[config.mk]
export PLATFORM = sky130hd
export DESIGN_NAME = lcsh_resq
export DESIGN_NICKNAME = d
export VERILOG_FILES = /design/src/hw/rtl/lcsh_pkg.sv /design/src/hw/rtl/lcsh_resq.sv
export SDC_FILE = /design/constraint.sdc
export NUM_CORES = 1
export LEC_CHECK = 0
export BUFFER_PORTS_ARGS = -buffer_cell sky130_fd_sc_hd__clkbuf_2
export CORE_MARGIN = 3
export CORE_UTILIZATION = 31
export DETAILED_ROUTE_END_ITERATION = 10
export SKIP_LAST_GASP = 1
export SLEW_MARGIN = 20
export SYNTH_ARGS = -nofsm -noshare
export SYNTH_HDL_FRONTEND = slang
export SYNTH_SLANG_ARGS = --single-unit
[constraint.sdc]
create_clock -name clk -period 17.38 [get_ports clk]
set_clock_uncertainty 0.05 [all_clocks]
set_input_delay 2.607 -clock clk [delete_from_list [all_inputs] [get_ports clk]]
set_output_delay 2.607 -clock clk [all_outputs]
set_load 0.03 [all_outputs]
[src/hw/rtl/lcsh_pkg.sv]
// Package for the layer charge-sum histogrammer.
// Holds the word types, operation and register codes and fixed constants.
// Depends on nothing; every other file of the block but lcsh_ram refers to it.
package lcsh_pkg;

    localparam logic [1:0] OP_CLUSTER = 2'd0;
    localparam logic [1:0] OP_FLUSH   = 2'd1;
    localparam logic [1:0] OP_READ    = 2'd2;

    localparam int          APB_AW          = 4;
    localparam logic [1:0]  REG_PULSE_THRESHOLD = 2'd0;
    localparam logic [1:0]  REG_MIN_WIDTH   = 2'd1;
    localparam logic [1:0]  REG_MAX_WIDTH   = 2'd2;

    localparam logic [9:0]  RST_PULSE_THRESHOLD = 10'd10;
    localparam logic [7:0]  RST_MIN_WIDTH   = 8'd7;
    localparam logic [7:0]  RST_MAX_WIDTH   = 8'd50;

    localparam logic [3:0]  MODULE_A        = 4'd1;
    localparam logic [3:0]  MODULE_B        = 4'd3;
    localparam logic [3:0]  MODULE_C        = 4'd6;
    localparam logic [6:0]  OFFSET_B        = 7'd28;
    localparam logic [6:0]  OFFSET_C        = 7'd56;

    localparam logic [23:0] SUM_MAX         = 24'hFFFFFF;
    localparam logic [31:0] COUNT_MAX       = 32'hFFFFFFFF;
    localparam logic [23:0] RANGE_HI        = 24'd20000;
    localparam longint      RANGE_SPAN      = 64'd19999;
    localparam int          SPAN_W          = 15;

    localparam int          RESQ_DEPTH      = 8;
    localparam int          RESQ_AW         = 3;
    localparam int          CREDIT_W        = 4;

    typedef struct packed {
        logic [1:0]  operation;
        logic [9:0]  pulse_max;
        logic [7:0]  cluster_length;
        logic [3:0]  module_id;
        logic [5:0]  module_layer;
        logic [15:0] charge;
        logic [6:0]  read_layer;
        logic [9:0]  read_bin;
    } item_t;

    typedef struct packed {
        logic        run_closed;
        logic        run_filled;
        logic [6:0]  closed_layer;
        logic [23:0] closed_sum;
        logic [31:0] bin_count;
    } result_t;

    typedef struct packed {
        logic    valid;
        logic    fill;
        logic    rd;
        result_t res;
    } ctl_t;

    typedef struct packed {
        ctl_t       ctl;
        logic [6:0] read_layer;
        logic [9:0] read_bin;
    } front_t;

endpackage

[src/hw/rtl/lcsh_resq.sv]
// Result queue that decouples the pipeline from the output handshake.
// Depends on lcsh_pkg.
module lcsh_resq (
    input  logic              clk,
    input  logic              rst_n,
    input  logic              push,
    input  lcsh_pkg::result_t push_data,
    input  logic              pop,
    output logic              not_empty,
    output lcsh_pkg::result_t head
);

    lcsh_pkg::result_t            slot_reg [lcsh_pkg::RESQ_DEPTH];
    logic [lcsh_pkg::RESQ_AW-1:0] wr_ptr_reg, wr_ptr_next;
    logic [lcsh_pkg::RESQ_AW-1:0] rd_ptr_reg, rd_ptr_next;
    logic [lcsh_pkg::RESQ_AW:0]   count_reg, count_next;

    always_comb
    begin
        wr_ptr_next = push ? wr_ptr_reg + lcsh_pkg::RESQ_AW'(1) : wr_ptr_reg;
        rd_ptr_next = pop ? rd_ptr_reg + lcsh_pkg::RESQ_AW'(1) : rd_ptr_reg;
        count_next  = count_reg + (lcsh_pkg::RESQ_AW + 1)'(push)
                      - (lcsh_pkg::RESQ_AW + 1)'(pop);
    end

    always_ff @(posedge clk or negedge rst_n)
    begin
        if (!rst_n)
        begin
            wr_ptr_reg <= '0;
            rd_ptr_reg <= '0;
            count_reg  <= '0;
        end
        else
        begin
            wr_ptr_reg <= wr_ptr_next;
            rd_ptr_reg <= rd_ptr_next;
            count_reg  <= count_next;
        end
    end

    always_ff @(posedge clk)
    begin
        if (push)
        begin
            slot_reg[wr_ptr_reg] <= push_data;
        end
    end

    assign not_empty = (count_reg != '0);
    assign head      = slot_reg[rd_ptr_reg];

endmodule

# [After elaboration in Yosys (flattened, before gate mapping)]
# Memories as Yosys holds them, arrays and structs flattened.
# Index checks and enable logic that the tools add are counted.
[word_totals] inputBits=69 ram_bits=520 word_cells=11 output_inout_bits=66 mem_count=1 reg_bits=10
[op_classes] n_mux=2 addsub=4 n_reduce_logical=1
[mem_list] name="slot_reg" depth=8 word_bits=65 read_ports=1 rd_clocked_by_memory_dff=0 write_ports=1 line="lcsh_resq.sv:13" rtl="lcsh_pkg::result_t slot_reg [lcsh_pkg::RESQ_DEPTH];"
[op_table] operator="adder 3 x 1 -> 3 bit, second input constant" count=2
[op_table] operator="adder 4 x 1 -> 4 bit" count=1
[op_table] operator="nonzero test 4 bit" count=1
[op_table] operator="subtractor 4 x 1 -> 4 bit" count=1
[op_table] operator="2-to-1 mux 1 bit" count=2

# [Longest topological paths before layout]
# Gate-level depths: netlist of the first run.
[depth] ltp_word=2 ltp_mapped=7 ltp_nobuf=7

# [Worst setup path before layout of the first run]
# OpenSTA, ideal clock, no wires.
[synth_timing] kind="input-to-reg" start="input push" end="memory slot_reg[0][0] (netlist name), enable pin" n_path_buf=0 setup_slack_ps=9644 cell_stages=2 setup_ps=568 t_arrival_ps=7119 required_time_ps=16762 path_cell_list="nand2b_1 > nor3_1"
[synth_between] elab_chain_len=2
[synth_rtl] item="start: declaration" line="lcsh_resq.sv:6" rtl="input logic push,"
[synth_rtl] item="2-to-1 mux 1 bit" line="lcsh_resq.sv:44" rtl="if (push)"
[synth_rtl] item="2-to-1 mux 1 bit (implied by the code)" line="lcsh_resq.sv:46" rtl="slot_reg[wr_ptr_reg] <= push_data;"
[synth_rtl] item="end: declaration" line="lcsh_resq.sv:13"
# Every way passes these cells.

==> results by stage, run 1 <==
Global route:
- The via count of the first global-routing pass is 9693.
- The first global-routing pass estimated 62.2 mm of wire.
- For this run the aggregate overflow at the end of global routing stands at 0.
- The initial antenna violation count is 5.
- The overall fraction of global-route tracks in use is 12.4%.
- Entering global routing, the biggest net connects 57 pins.

Worst setup path:
- The worst setup path is launched from a register.
- The worst setup path is captured at an output pin.
- Of all nets on the critical path, the largest fanout is 47.
- The data arrival at the endpoint of the critical path is 3.66 ns.
- The setup path with the least slack is of type register to output pin.
- For the worst flop-to-flop path, the logic depth is 4.
- For the worst setup path, the data required time is 14.72 ns.

Synth:
- The post-synthesis compound-gate area fraction is 0.0624%.
- Yosys mapped the design onto 20 distinct sky130hd cell types.
- The average cell area after synthesis is 24.9 µm².
- The sequential element share of the synthesized area is 79.1%.
- The XOR/XNOR share of the synthesized area is 0.262%.
- When the netlist entered floorplanning its net count stood at 881.
- The multiplexer fraction of the synthesized cell area is 18.4%.
- The count of warnings emitted by yosys is 0.
- Synthesis handed over a netlist of 804 instances.
- After synthesis the cells add up to 20100 µm².
- After synthesis the netlist holds a flip-flop and latch count of 530.
- The share of synthesized cell area in and, or, nand and nor gates is 0.356%.
- Summing the areas of all fa, ha and maj instances in the mapped netlist gives 0.537% of the synthesized area.
- By area, the combinational part of the netlist is dominated by multiplexers.

Clock tree:
- The clock reaches the later pin of the worst-skew pair after 0.59 ns.
- Post-CTS repair changed the size of 0 cells.
- The clock tree from TritonCTS is done.
- For this design, the sink count on the clock tree is 530.
- In this run, CTS created clock tree buffers numbering 56.
- The post-CTS setup-driven buffer insertion count is 0.
- The clock-pin slew reported for the worst setup and hold paths after clock tree synthesis is 0.06 ns.
- The clock tree synthesis step divided the H-tree into 2 levels.
- For this design, the CTS-stage hold fixing added 0 buffers.
- The tree is rooted in a sky130_fd_sc_hd__clkbuf_16.
- The clock passes through at most 3 buffers.

Routing:
- After detailed routing, the average wire length per cell comes to 22.1 µm.
- The violation count after the first detailed-route iteration is 579.
- The wire length after detailed routing is 41.6 mm.
- The detailed-router iteration count before antenna repair is 7.
- For this block, the via count after detailed routing is 8742.
- Using the TritonRoute via totals, the vias-per-cell ratio works out to 4.65.
- The total DRC errors in the routed layout is 0.
- The count of nets left with antenna violations once routing finished came out at 0.

Floorplan:
- The starting utilization of the core area is 31.6%.
- The die is 260 µm wide.
- The die covers 67800 µm².
- The core region is 63500 µm².
- The height of the chip is 260 µm.
- The number of top-level design ports is 135.
- The initialized floorplan defines 92 standard-cell rows.

Min path:
- In this run the worst hold path is classified as register to register.
- Along the worst hold path, the cell count comes to 1.

Timing:
- Based on the critical path, the design can be clocked at up to 158 MHz.
- The max-slew violation count is 0.
- For the finished layout, the period the worst path requires is 6.32 ns.
- The worst relative slew slack is 32.8%.
- The post-route fraction of the period consumed by the critical path is 36.4%.
- The number of endpoints with negative hold slack in the final report is 0.
- At the pin with the least slew margin, the transition time is 1.01 ns.
- The final setup violation count is 0.
- Setup repair after global routing left no endpoint under its margin.
- Summed over all failing endpoints, the final setup total negative slack is 0 ns.

Power and ir drop:
- The power density normalized to cell area is 179 nW/µm².
- The static leakage is 7.66 nW.
- The worst-case IR drop observed on VDD is 0.0000792 V.
- The completed layout was analyzed and its total power is 0.00424 W.

Cells and area:
- The filler cell count is 5749.
- The net count of the finished layout is 1057.
- Of the cells placed in the final design, the portion with a size suffix greater than 1 is 43.5%.
- The area overhead of the layout relative to synthesis is 18.1%.
- The number of flip-flops under the largest register name is 520.

Place:
- The half-perimeter wire length after detailed placement is 22.0 mm.
- The number of port buffers is 134.
- The placer congestion estimate is 0.656.

Run status:
- The flow ran to the end, and the final reports show no timing, DRC or antenna violations.

Flow run:
- The max-cap check violation count is 0.
[cell type report]
type                       instances  area, µm²  share of cell area (%)
antenna                            8       20.0                  0.0845
sequential                       530      15900                    67.0
clock inverter                    40        447                    1.89
multi-input combinational        229       3980                    16.8
tap                              846       1060                    4.47
timing repair buffer             155        828                    3.50
clock buffer                      66       1440                    6.08
inverter                           8       30.0                   0.127
[critical path, stage by stage (launching register included)]
cell and delay [ns]:
sky130_fd_sc_hd__dfrtp_4 0.99, sky130_fd_sc_hd__buf_4 0.87, sky130_fd_sc_hd__mux4_2 0.60, sky130_fd_sc_hd__mux2_2 0.30
sky130_fd_sc_hd__clkbuf_2 0.19
[cell usage in the layout, fill, tap and decap left out]
cell / count
sky130_fd_sc_hd__mux2_2: 67
sky130_fd_sc_hd__clkinv_1: 12
sky130_fd_sc_hd__inv_1: 8
sky130_fd_sc_hd__clkinvlp_4: 2
sky130_fd_sc_hd__nand3_1: 1
sky130_fd_sc_hd__edfxtp_1: 520
sky130_fd_sc_hd__inv_16: 1
sky130_fd_sc_hd__a21o_1: 1
sky130_fd_sc_hd__diode_2: 8
sky130_fd_sc_hd__buf_4: 21
sky130_fd_sc_hd__ha_1: 7
sky130_fd_sc_hd__nand2_1: 4
sky130_fd_sc_hd__xnor2_1: 3
sky130_fd_sc_hd__xor2_1: 3
sky130_fd_sc_hd__clkinv_8: 1
sky130_fd_sc_hd__bufinv_16: 8
sky130_fd_sc_hd__dfrtp_4: 3
sky130_fd_sc_hd__mux4_2: 130
sky130_fd_sc_hd__nor3_2: 2
sky130_fd_sc_hd__clkinv_4: 3
sky130_fd_sc_hd__clkbuf_1: 10
sky130_fd_sc_hd__clkbuf_2: 134
sky130_fd_sc_hd__nand2b_1: 3
sky130_fd_sc_hd__clkinv_2: 8
sky130_fd_sc_hd__nor2_4: 6
sky130_fd_sc_hd__a21oi_1: 1
sky130_fd_sc_hd__fa_1: 1
sky130_fd_sc_hd__dfrtp_1: 7
sky130_fd_sc_hd__clkbuf_16: 56
sky130_fd_sc_hd__inv_6: 5
[layer usage]
metal  GRT usage [%]  routed length (µm)  vias up
met5               0                   0        -
met2            21.4               20900      162
met1            15.5               17700     4705
met4            3.39                 876        0
li1                -                   -     3805
met3            3.16                2100       70
[path summary, 6_finish.rpt]
path / endpoint / slack [ns] / start
min in group asynchronous: rd_ptr_reg[0] / 1.82 / rst_n
max in group asynchronous: rd_ptr_reg[2] / 15.23 / rst_n
worst min register to register: wr_ptr_reg[1] / 0.51 / wr_ptr_reg[1]
worst min-delay path: wr_ptr_reg[1] / 0.51 / wr_ptr_reg[1]
worst max register to register: slot_reg[1][1] / 14.89 / wr_ptr_reg[2]
worst max-delay path: head[40] / 11.06 / rd_ptr_reg[0]
[kinds of logic (layout without fill, tap and decap cells)]
family	after synthesis	count (layout)
flip-flops	530	530
multiplexers	197	197
buffers and inverters	45	269
AND/OR/NAND/NOR	16	16
adder cells (fa/ha/maj)	8	8
XOR/XNOR	6	6
AO/OA/AOI/OAI	2	2
other	0	8
[power breakdown]
| part | leakage (nW) | switching, W | internal (W) |
|---|---|---|---|
| clock network | 0.917 | 0.000495 | 0.000716 |
| logic | 1.91 | 0.000775 | 0.000546 |
| registers | 4.84 | 0.000100 | 0.00161 |
[Yosys cell counts]
| cell | number | area (µm²) |
|---|---|---|
| sky130_fd_sc_hd__a21o_1 | 1 | 7.51 |
| sky130_fd_sc_hd__a21oi_1 | 1 | 5.00 |
| sky130_fd_sc_hd__buf_1 | 1 | 3.75 |
| sky130_fd_sc_hd__buf_2 | 13 | 65.1 |
| sky130_fd_sc_hd__buf_6 | 10 | 113 |
| sky130_fd_sc_hd__clkbuf_1 | 13 | 48.8 |
| sky130_fd_sc_hd__dfrtp_1 | 10 | 250 |
| sky130_fd_sc_hd__edfxtp_1 | 520 | 15600 |
| sky130_fd_sc_hd__fa_1 | 1 | 20.0 |
| sky130_fd_sc_hd__ha_1 | 7 | 87.6 |
| sky130_fd_sc_hd__inv_1 | 8 | 30.0 |
| sky130_fd_sc_hd__mux2_2 | 67 | 754 |
| sky130_fd_sc_hd__mux4_2 | 130 | 2930 |
| sky130_fd_sc_hd__nand2_1 | 4 | 15.0 |
| sky130_fd_sc_hd__nand2b_1 | 3 | 18.8 |
| sky130_fd_sc_hd__nand3_1 | 1 | 5.00 |
| sky130_fd_sc_hd__nor2_1 | 6 | 22.5 |
| sky130_fd_sc_hd__nor3_1 | 2 | 10.0 |
| sky130_fd_sc_hd__xnor2_1 | 3 | 26.3 |
| sky130_fd_sc_hd__xor2_1 | 3 | 26.3 |
[stage by stage]
| stage | util (%) | hold slack (ns) | instances | setup slack, ns | instance area, µm² |
|---|---|---|---|---|---|
| 4_1_cts | 37.2 | 0.528 | 1874 | 10.84 | 23700 |
| 3_3_place_gp | 34.3 | 0.492 | 1768 | 11.50 | 21800 |
| 2_1_floorplan | - | 0.467 | 804 | 9.64 | 20100 |
| 5_1_grt | 37.2 | 0.568 | 1874 | 10.69 | 23700 |
| 6_report | 37.3 | 0.514 | 1882 | 11.06 | 23700 |
| 3_5_place_dp | 34.3 | 0.510 | 1768 | 11.50 | 21800 |
Note: power is estimated with default switching activity, not from simulation.
==> inputs of run 2 (changes only) <==
==> constraint.sdc (replaced) <==
create_clock -name clk -period 5.2 [get_ports clk]
set_clock_uncertainty 0.05 [all_clocks]
set_input_delay 0.78 -clock clk [delete_from_list [all_inputs] [get_ports clk]]
set_output_delay 0.78 -clock clk [all_outputs]
set_load 0.03 [all_outputs]
==> results by stage, run 2 (same netlist as run 1, synthesis figures left out) <==
Run status:
- The flow ran to the end, and the final reports show no timing, DRC or antenna violations.

Cells and area:
- The number of nets in the final layout is 1056 (-0.095%).
- The filler cell count is 5755 (+0.10%).
- The most frequent standard cell in the layout excluding fill and tap cells is sky130_fd_sc_hd__edfxtp_1.
- In the layout the commonest cells are sky130_fd_sc_hd__edfxtp_1 (520), sky130_fd_sc_hd__clkbuf_2 (134), sky130_fd_sc_hd__mux4_2 (130), sky130_fd_sc_hd__mux2_2 (67), sky130_fd_sc_hd__clkbuf_16 (55).
- The number of flip-flops under the largest register name is 520 (unchanged).
- The area overhead of the layout relative to synthesis is 18.6%.
- The proportion of layout cells with a drive suffix above 1 was 43.3% (-0.22 points).

Worst setup path:
- By startpoint and endpoint, the worst setup path is classified as register to output pin.
- The worst setup path is launched from a register.
- The required arrival time at the worst endpoint is 4.37 ns (-10.35 ns).
- STA classifies the critical path endpoint as an output pin.
- The maximum fanout count along the critical path came to 38 (-19%).
- The data arrival at the endpoint of the critical path is 3.03 ns (-0.63 ns).

Clock tree:
- The CTS sink count came to 530 (unchanged).
- The H-tree depth is 2 (unchanged).
- The clock insertion delay at the later pin of the skew report was 0.58 ns (about the same).
- The deepest clock path buffer count came to 3 (unchanged).
- The clock-pin slew reported for the worst setup and hold paths after clock tree synthesis is 0.06 ns (about the same).
- The number of gates resized after CTS came to 0 (unchanged).
- The clock tree from TritonCTS is done.
- The number of buffers created by CTS is 54 (-3.6%).
- The root buffer cell is sky130_fd_sc_hd__clkbuf_16.

Floorplan:
- The core area is 63500 µm² (unchanged).
- The height of the chip is 260 µm (unchanged).
- The die footprint is 67800 µm² (unchanged).
- The die outline width is 260 µm (unchanged).
- The starting utilization of the core area is 31.6% (unchanged).
- The number of top-level design ports is 135 (unchanged).
- The row count is 92 (unchanged).

Global route:
- The overall fraction of global-route tracks in use came to 12.2% (-0.20 points).
- The initial antenna violation count is 4 (-1).
- The first-pass GRT wire length is 61.2 mm (-1.5%).
- The met1 track demand over resource was 16.2% (+0.73 points).
- The largest net degree at the start of global routing is 68 (+19%).
- The via count of the first global-routing pass came to 9499 (-2.0%).
- The global route total overflow is 0 (unchanged).
- The met2 capacity usage during global routing is 20.1% (-1.3 points).
- The layer with the highest usage after global routing is met2.
- The met3 routing resource usage after global routing was 2.92% (-0.24 points).

Flow run:
- The max-cap check violation count is 0 (unchanged).

Timing:
- The final worst setup slack came to 1.34 ns (-9.72 ns).
- The minimum clock period is 3.86 ns.
- The worst relative slew slack is 29.6% (-3.2 points).
- The final setup violation count was 0 (unchanged).
- The slew at the pin closest to its max-slew limit is 1.06 ns (+0.0482 ns).
- Setup repair after global routing left no endpoint under its margin.
- Of the available clock period, the critical path in the final layout requires 74.2%.
- The number of endpoints with negative hold slack in the final report was 0 (unchanged).
- The max-slew violation count is 0 (unchanged).
- The post-route setup TNS came to 0 ns (unchanged).
- The maximum clock rate is 259 MHz.

Routing:
- The final antenna-violating net count came to 0 (unchanged).
- The violation count after the first detailed-route iteration is 558 (-3.6%).
- The detailed-route wire length per cell came to 21.8 µm (-1.1%).
- The total number of vias is 8684 (-0.66%).
- The total DRC errors in the routed layout is 0 (unchanged).
- The via-per-instance ratio is 4.64 (-0.19%).
- The detailed-router iteration count before antenna repair is 4 (-3).
- The wire length after detailed routing is 40.9 mm (-1.6%).

Power and ir drop:
- The overall power came to 0.0143 W (+240%).
- The sequential power share came to 40.7% (+0.4 points).
- The static leakage came to 7.70 nW (+0.44%).
- The internal power summed over all cells is 0.00974 W (+240%).
- The combinational share of power was 30.7% (-0.5 points).
- The switching component of the power is 0.00452 W (+230%).
- The switching share of power is 31.7% (-0.64 points).
- The power density normalized to cell area is 599 nW/µm² (+230%).
- The maximum ir drop on the vdd rail is 0.000444 V (+460%).
- The part of the power in the clock network is 28.6% (about the same).

Place:
- The placer congestion estimate is 0.677 (+3.2%).
- The minimum setup slack after placement is 1.86 ns (-9.65 ns).
- The number of port buffers is 134 (unchanged).
- The half-perimeter wire length after detailed placement was 21.8 mm (-1.0%).

Min path:
- The class of the tightest hold or removal check is input port to register.
## run 2: cell types whose count changed in the layout (fill, tap and decap cells not counted), sizes merged
cell         change
clkinv           -5
diode            -5
inv              -4
bufinv           +3
clkbuf           +1
dlygate4sd3      +1
## run 2: power groups by stage
stage | Clock (W) | Combinational (W) | Sequential [W]
4_1_cts | 0.00420 | 0.00451 | 0.00583
3_5_place_dp | 0 | 0.00450 | 0.00592
5_1_grt | 0.00438 | 0.00470 | 0.00588
6_report | 0.00408 | 0.00438 | 0.00580
2_1_floorplan | 0 | 0.00346 | 0.00560
3_3_place_gp | 0 | 0.00449 | 0.00589
## run 2: worst paths after layout
path,start,to,slack [ns],depth (start not counted)
setup / recovery,rd_ptr_reg[0],head[53],1.34,4
hold / removal,pop,rd_ptr_reg[0],0.38,2
setup reg to reg,wr_ptr_reg[0],slot_reg[1][61],2.89,3
hold reg to reg,wr_ptr_reg[1],wr_ptr_reg[1],0.51,1
max in group asynchronous,rst_n,rd_ptr_reg[2],4.28,2
min in group asynchronous,rst_n,count_reg[0],0.58,2
## run 2: metal layers
metal | wire length [µm] | part of all wire [%]
met1 | 17600 | 43
met3 | 2140 | 5.2
met5 | 13 | 0.032
met4 | 806 | 2.0
met2 | 20300 | 50
## run 2: critical path: stages (launching register included)
cell and delay, ns:
sky130_fd_sc_hd__dfrtp_4 0.98, sky130_fd_sc_hd__buf_12 0.36, sky130_fd_sc_hd__mux4_2 0.55, sky130_fd_sc_hd__mux2_2 0.30, sky130_fd_sc_hd__clkbuf_2 0.19
## run 2: through the flow
| step | instance area, µm² | cells | hold WS, ns | utilization [%] |
|---|---|---|---|---|
| global route | 23800 | 1870 | 0.368 | 37.4 |
| detailed placement | 21900 | 1768 | 0.499 | 34.4 |
| CTS | 23800 | 1870 | 0.339 | 37.4 |
| global placement | 21900 | 1768 | 0.489 | 34.4 |
| floorplan | 20100 | 804 | 0.434 | - |
| finish | 23800 | 1873 | 0.382 | 37.4 |
## run 2: what timing repair did
action	in CTS	in global routing
setup buffers	0	0
hold buffers	1	0
hold endpoints to repair	10	0
## run 2: cell type report
cell class	instances	area, µm²	area share (%)
Antenna cell	3	7.51	0.0316
Clock buffer	67	1420	5.98
Clock inverter	34	462	1.94
Inverter	8	30.0	0.126
Multi-Input combinational cell	229	3990	16.8
Sequential cell	530	15900	66.7
Tap cell	846	1060	4.45
Timing Repair Buffer	156	938	3.94
==> inputs of run 3 (changes only) <==
--- a/config.mk
+++ b/config.mk
@@ -5,6 +5,7 @@
 export SDC_FILE = /design/constraint.sdc
 export NUM_CORES = 1
 export LEC_CHECK = 0
+export ABC_AREA = 1
 export BUFFER_PORTS_ARGS = -buffer_cell sky130_fd_sc_hd__clkbuf_2
 export CORE_MARGIN = 3
 export CORE_UTILIZATION = 31
==> constraint.sdc (replaced) <==
create_clock -name clk -period 3.7 [get_ports clk]
set_clock_uncertainty 0.05 [all_clocks]
set_input_delay 0.555 -clock clk [delete_from_list [all_inputs] [get_ports clk]]
set_output_delay 0.555 -clock clk [all_outputs]
set_load 0.03 [all_outputs]
==> results by stage, run 3 <==
Place:
- The total placed instance area was 25000 µm² (+14%).
- The placer congestion estimate is 0.725 (+7.0%).
- The half-perimeter wire length after detailed placement is 28.3 mm (+30%).
- The minimum setup slack after placement is 0.950 ns (-0.905 ns).
- The number of port buffers was 134 (unchanged).

Cells and area:
- The final core area utilization came to 36.6% (-0.81 points).
- The number of flip-flops under the largest register name is 520 (unchanged).
- The number of nets in the final layout is 2516 (+140%).
- The most frequent standard cell in the layout excluding fill and tap cells is sky130_fd_sc_hd__nand2_1.
- The filler cell count is 7212 (+25%).
- The design area is 26900 µm² (+13%).
- The top cell types in the final layout, fill and taps aside, are sky130_fd_sc_hd__nand2_1 (857), sky130_fd_sc_hd__inv_1 (534), sky130_fd_sc_hd__edfxtp_1 (520), sky130_fd_sc_hd__nand3_1 (262), sky130_fd_sc_hd__clkbuf_2 (134).
- The total area of multi-input combinational cells was 4790 µm² (+20%).
- Relative to the synthesized area, the layout overhead comes to 16.2%.
- The proportion of layout cells with a drive suffix above 1 is 10.7% (-33 points).
- The area taken by flip-flops and latches was 15900 µm² (unchanged).

Timing:
- The slew at the pin closest to its max-slew limit came to 0.835 ns (-0.221 ns).
- The max-slew violation count is 0 (unchanged).
- Based on the critical path, the design can be clocked at up to 296 MHz.
- Counting I/O delays and the setup requirement, the final critical path takes 3.38 ns.
- The number of endpoints with negative hold slack in the final report is 0 (unchanged).
- The post-route fraction of the period consumed by the critical path is 91.2%.
- The final worst setup slack was 0.325 ns (-1.02 ns).
- The worst relative slew slack came to 44.3% (+15 points).
- Setup repair after global routing left no endpoint under its margin.
- The final setup violation count is 0 (unchanged).

Synth:
- After synthesis, the most frequently instantiated cells are sky130_fd_sc_hd__nand2_1 (857), sky130_fd_sc_hd__inv_1 (535), sky130_fd_sc_hd__edfxtp_1 (520).
- Yosys attributes the largest share of cell area to sky130_fd_sc_hd__edfxtp_1 (67%), sky130_fd_sc_hd__nand2_1 (14%), sky130_fd_sc_hd__inv_1 (8.7%), sky130_fd_sc_hd__nand3_1 (5.7%), sky130_fd_sc_hd__buf_2 (1.3%).
- The count of state elements after synthesis is 530 (unchanged).
- The area of the mapped netlist came to 23200 µm² (+16%).
- The average cell area after synthesis is 10.0 µm² (-60%).
- The fraction of synthesized cell area taken by the top area cell type is 67.4% (-10 points).
- The library cell with the largest summed area after synthesis is sky130_fd_sc_hd__edfxtp_1.
- The number of flops mapped to enable cells by yosys came to 520 (unchanged).
- The number of nets in the synthesized netlist is 2388 (+170%).
- The count of warnings emitted by yosys was 0 (unchanged).
- The sequential element share of the synthesized area is 68.5% (-11 points).
- The proportion of synthesized flip-flops having asynchronous set or reset was 1.89% (unchanged).
- The most used flip-flop cell after synthesis is sky130_fd_sc_hd__edfxtp_1.
- Among all cell types in the netlist, the one instantiated most often is sky130_fd_sc_hd__nand2_1.
- The number of distinct library cells after synthesis is 20 (unchanged).
- The post-synthesis instance total came to 2311 (+190%).

Floorplan:
- The die footprint is 78000 µm² (+15%).
- The height of the chip was 279 µm (+7.3%).
- The starting utilization of the core area is 31.5% (about the same).
- The number of top-level design ports came to 135 (unchanged).
- The core area is 73500 µm² (+16%).
- The die outline width is 279 µm (+7.3%).
- The row count was 99 (+7.6%).

Worst setup path:
- The required arrival time at the worst endpoint is 3.09 ns (-1.28 ns).
- Traced cell by cell, the critical path runs through inv_8 > buf_4 > nand2_1 > nand3_1 > nand2_1 > nand2_1 > nand2_1 > clkbuf_2.
- The slowest library cell on the worst path is sky130_fd_sc_hd__dfrtp_4.
- The maximum cell stage delay along the critical path is 0.64 ns (-0.34 ns).
- The data arrival at the endpoint of the critical path was 2.77 ns (-0.26 ns).
- The worst setup path is launched from a register.
- Counting stages on the worst path, the most repeated cell is sky130_fd_sc_hd__nand2_1.
- The startpoint-to-endpoint class of the critical path is register to output pin.
- The maximum fanout count along the critical path is 99 (+160%).
- The nature of the critical path endpoint is an output pin.

Flow run:
- The max-cap check violation count is 0 (unchanged).

Global route:
- The initial antenna violation count is 7 (+3).
- The largest net degree at the start of global routing is 153 (+130%).
- The overall fraction of global-route tracks in use was 13.8% (+1.6 points).
- The via count of the first global-routing pass is 14361 (+51%).
- The global route total overflow is 0 (unchanged).
- The first-pass GRT wire length is 83.4 mm (+36%).

Min path:
- The class of the tightest hold or removal check is input port to register.

Routing:
- The final antenna-violating net count was 0 (unchanged).
- The wire length after detailed routing was 54.1 mm (+32%).
- The total DRC errors in the routed layout is 0 (unchanged).
- The total number of vias is 14754 (+70%).
- The via-per-instance ratio is 4.28 (-7.7%).
- The detailed-router iteration count before antenna repair was 5 (+1).
- The violation count after the first detailed-route iteration is 873 (+56%).
- The detailed-route wire length per cell is 15.7 µm (-28%).

Clock tree:
- The clock insertion delay at the later pin of the skew report is 0.61 ns (+0.03 ns).
- The clock-pin slew reported for the worst setup and hold paths after clock tree synthesis is 0.06 ns (about the same).
- The deepest clock path buffer count is 3 (unchanged).
- TritonCTS built the clock tree.
- The post-CTS setup-driven buffer insertion count is 0 (unchanged).
- Clock tree synthesis selected as its root buffer the cell sky130_fd_sc_hd__clkbuf_16.
- The number of buffers created by CTS is 58 (+7.4%).
- The H-tree depth is 2 (unchanged).
- The CTS sink count is 530 (unchanged).

Power and ir drop:
- The static leakage is 12.3 nW (+60%).
- The power density normalized to cell area is 789 nW/µm² (+32%).
- The maximum ir drop on the vdd rail is 0.000557 V (+25%).
- The overall power is 0.0212 W (+49%).

Run status:
- The flow ran to the end, and the final reports show no timing, DRC or antenna violations.
[run 3: area by class of cell]
class	instances	share of cell area [%]
flip-flops and latches	530	59.0
well taps	959	4.46
diodes	2	0.0186
clock buffers	66	5.59
multi-input cells	1144	17.8
inverters	537	7.53
repair buffers	168	4.24
clock inverters	40	1.35
[run 3: worst paths after layout]
path                               start               to  slack, ns  cells after the start
max in group asynchronous          rst_n    rd_ptr_reg[2]       3.01                      2
min in group asynchronous          rst_n     count_reg[0]       0.30                      2
hold reg to reg            wr_ptr_reg[0]    wr_ptr_reg[0]       0.50                      2
hold / removal             push_data[19]  slot_reg[0][19]       0.16                      1
setup / recovery           rd_ptr_reg[0]         head[25]       0.32                      8
setup reg to reg           wr_ptr_reg[0]  slot_reg[4][40]       1.56                      3
[run 3: per-layer routing]
layer | part of all wire, % | GRT usage, % | vias to the layer above
met5 | 0.080 | 0 | -
met1 | 45 | 17.6 | 6976
met2 | 48 | 23.6 | 254
met3 | 5.6 | 3.17 | 82
met4 | 2.1 | 3.74 | 8
li1 | - | - | 7434
[run 3: cell families after synthesis]
logic type      share of synthesized area, %
compound gates                        0.0648
xor+xnor                               0.189
fa+ha+maj                              0.465
buf+inv                                 11.1
flops                                   68.5
simple gates                            19.7
[run 3: power breakdown]
part | switching [W] | internal (W)
Clock | 0.00236 | 0.00332
Combinational | 0.00590 | 0.00215
Sequential | 0.000196 | 0.00729
[run 3: per-stage QoR]
step | hold slack [ns] | instances | setup TNS, ns
4_1_cts | 0.114 | 3444 | 0
3_3_place_gp | 0.407 | 3337 | 0
3_5_place_dp | 0.408 | 3337 | 0
6_report | 0.156 | 3446 | 0
2_1_floorplan | 0.209 | 2311 | -119.90
5_1_grt | 0.142 | 3445 | 0
[run 3: repair_timing]
| action | in CTS | in global routing |
|---|---|---|
| resized for setup | 0 | 0 |
| hold buffers | 1 | 0 |
| endpoints found under the hold margin | 10 | 0 |
[run 3: critical path, delay by kind of cell (launching register included)]
kind          cells  cell delay, ns
flops             1            0.64
simple gates      5            0.38
buf+inv           3            1.10
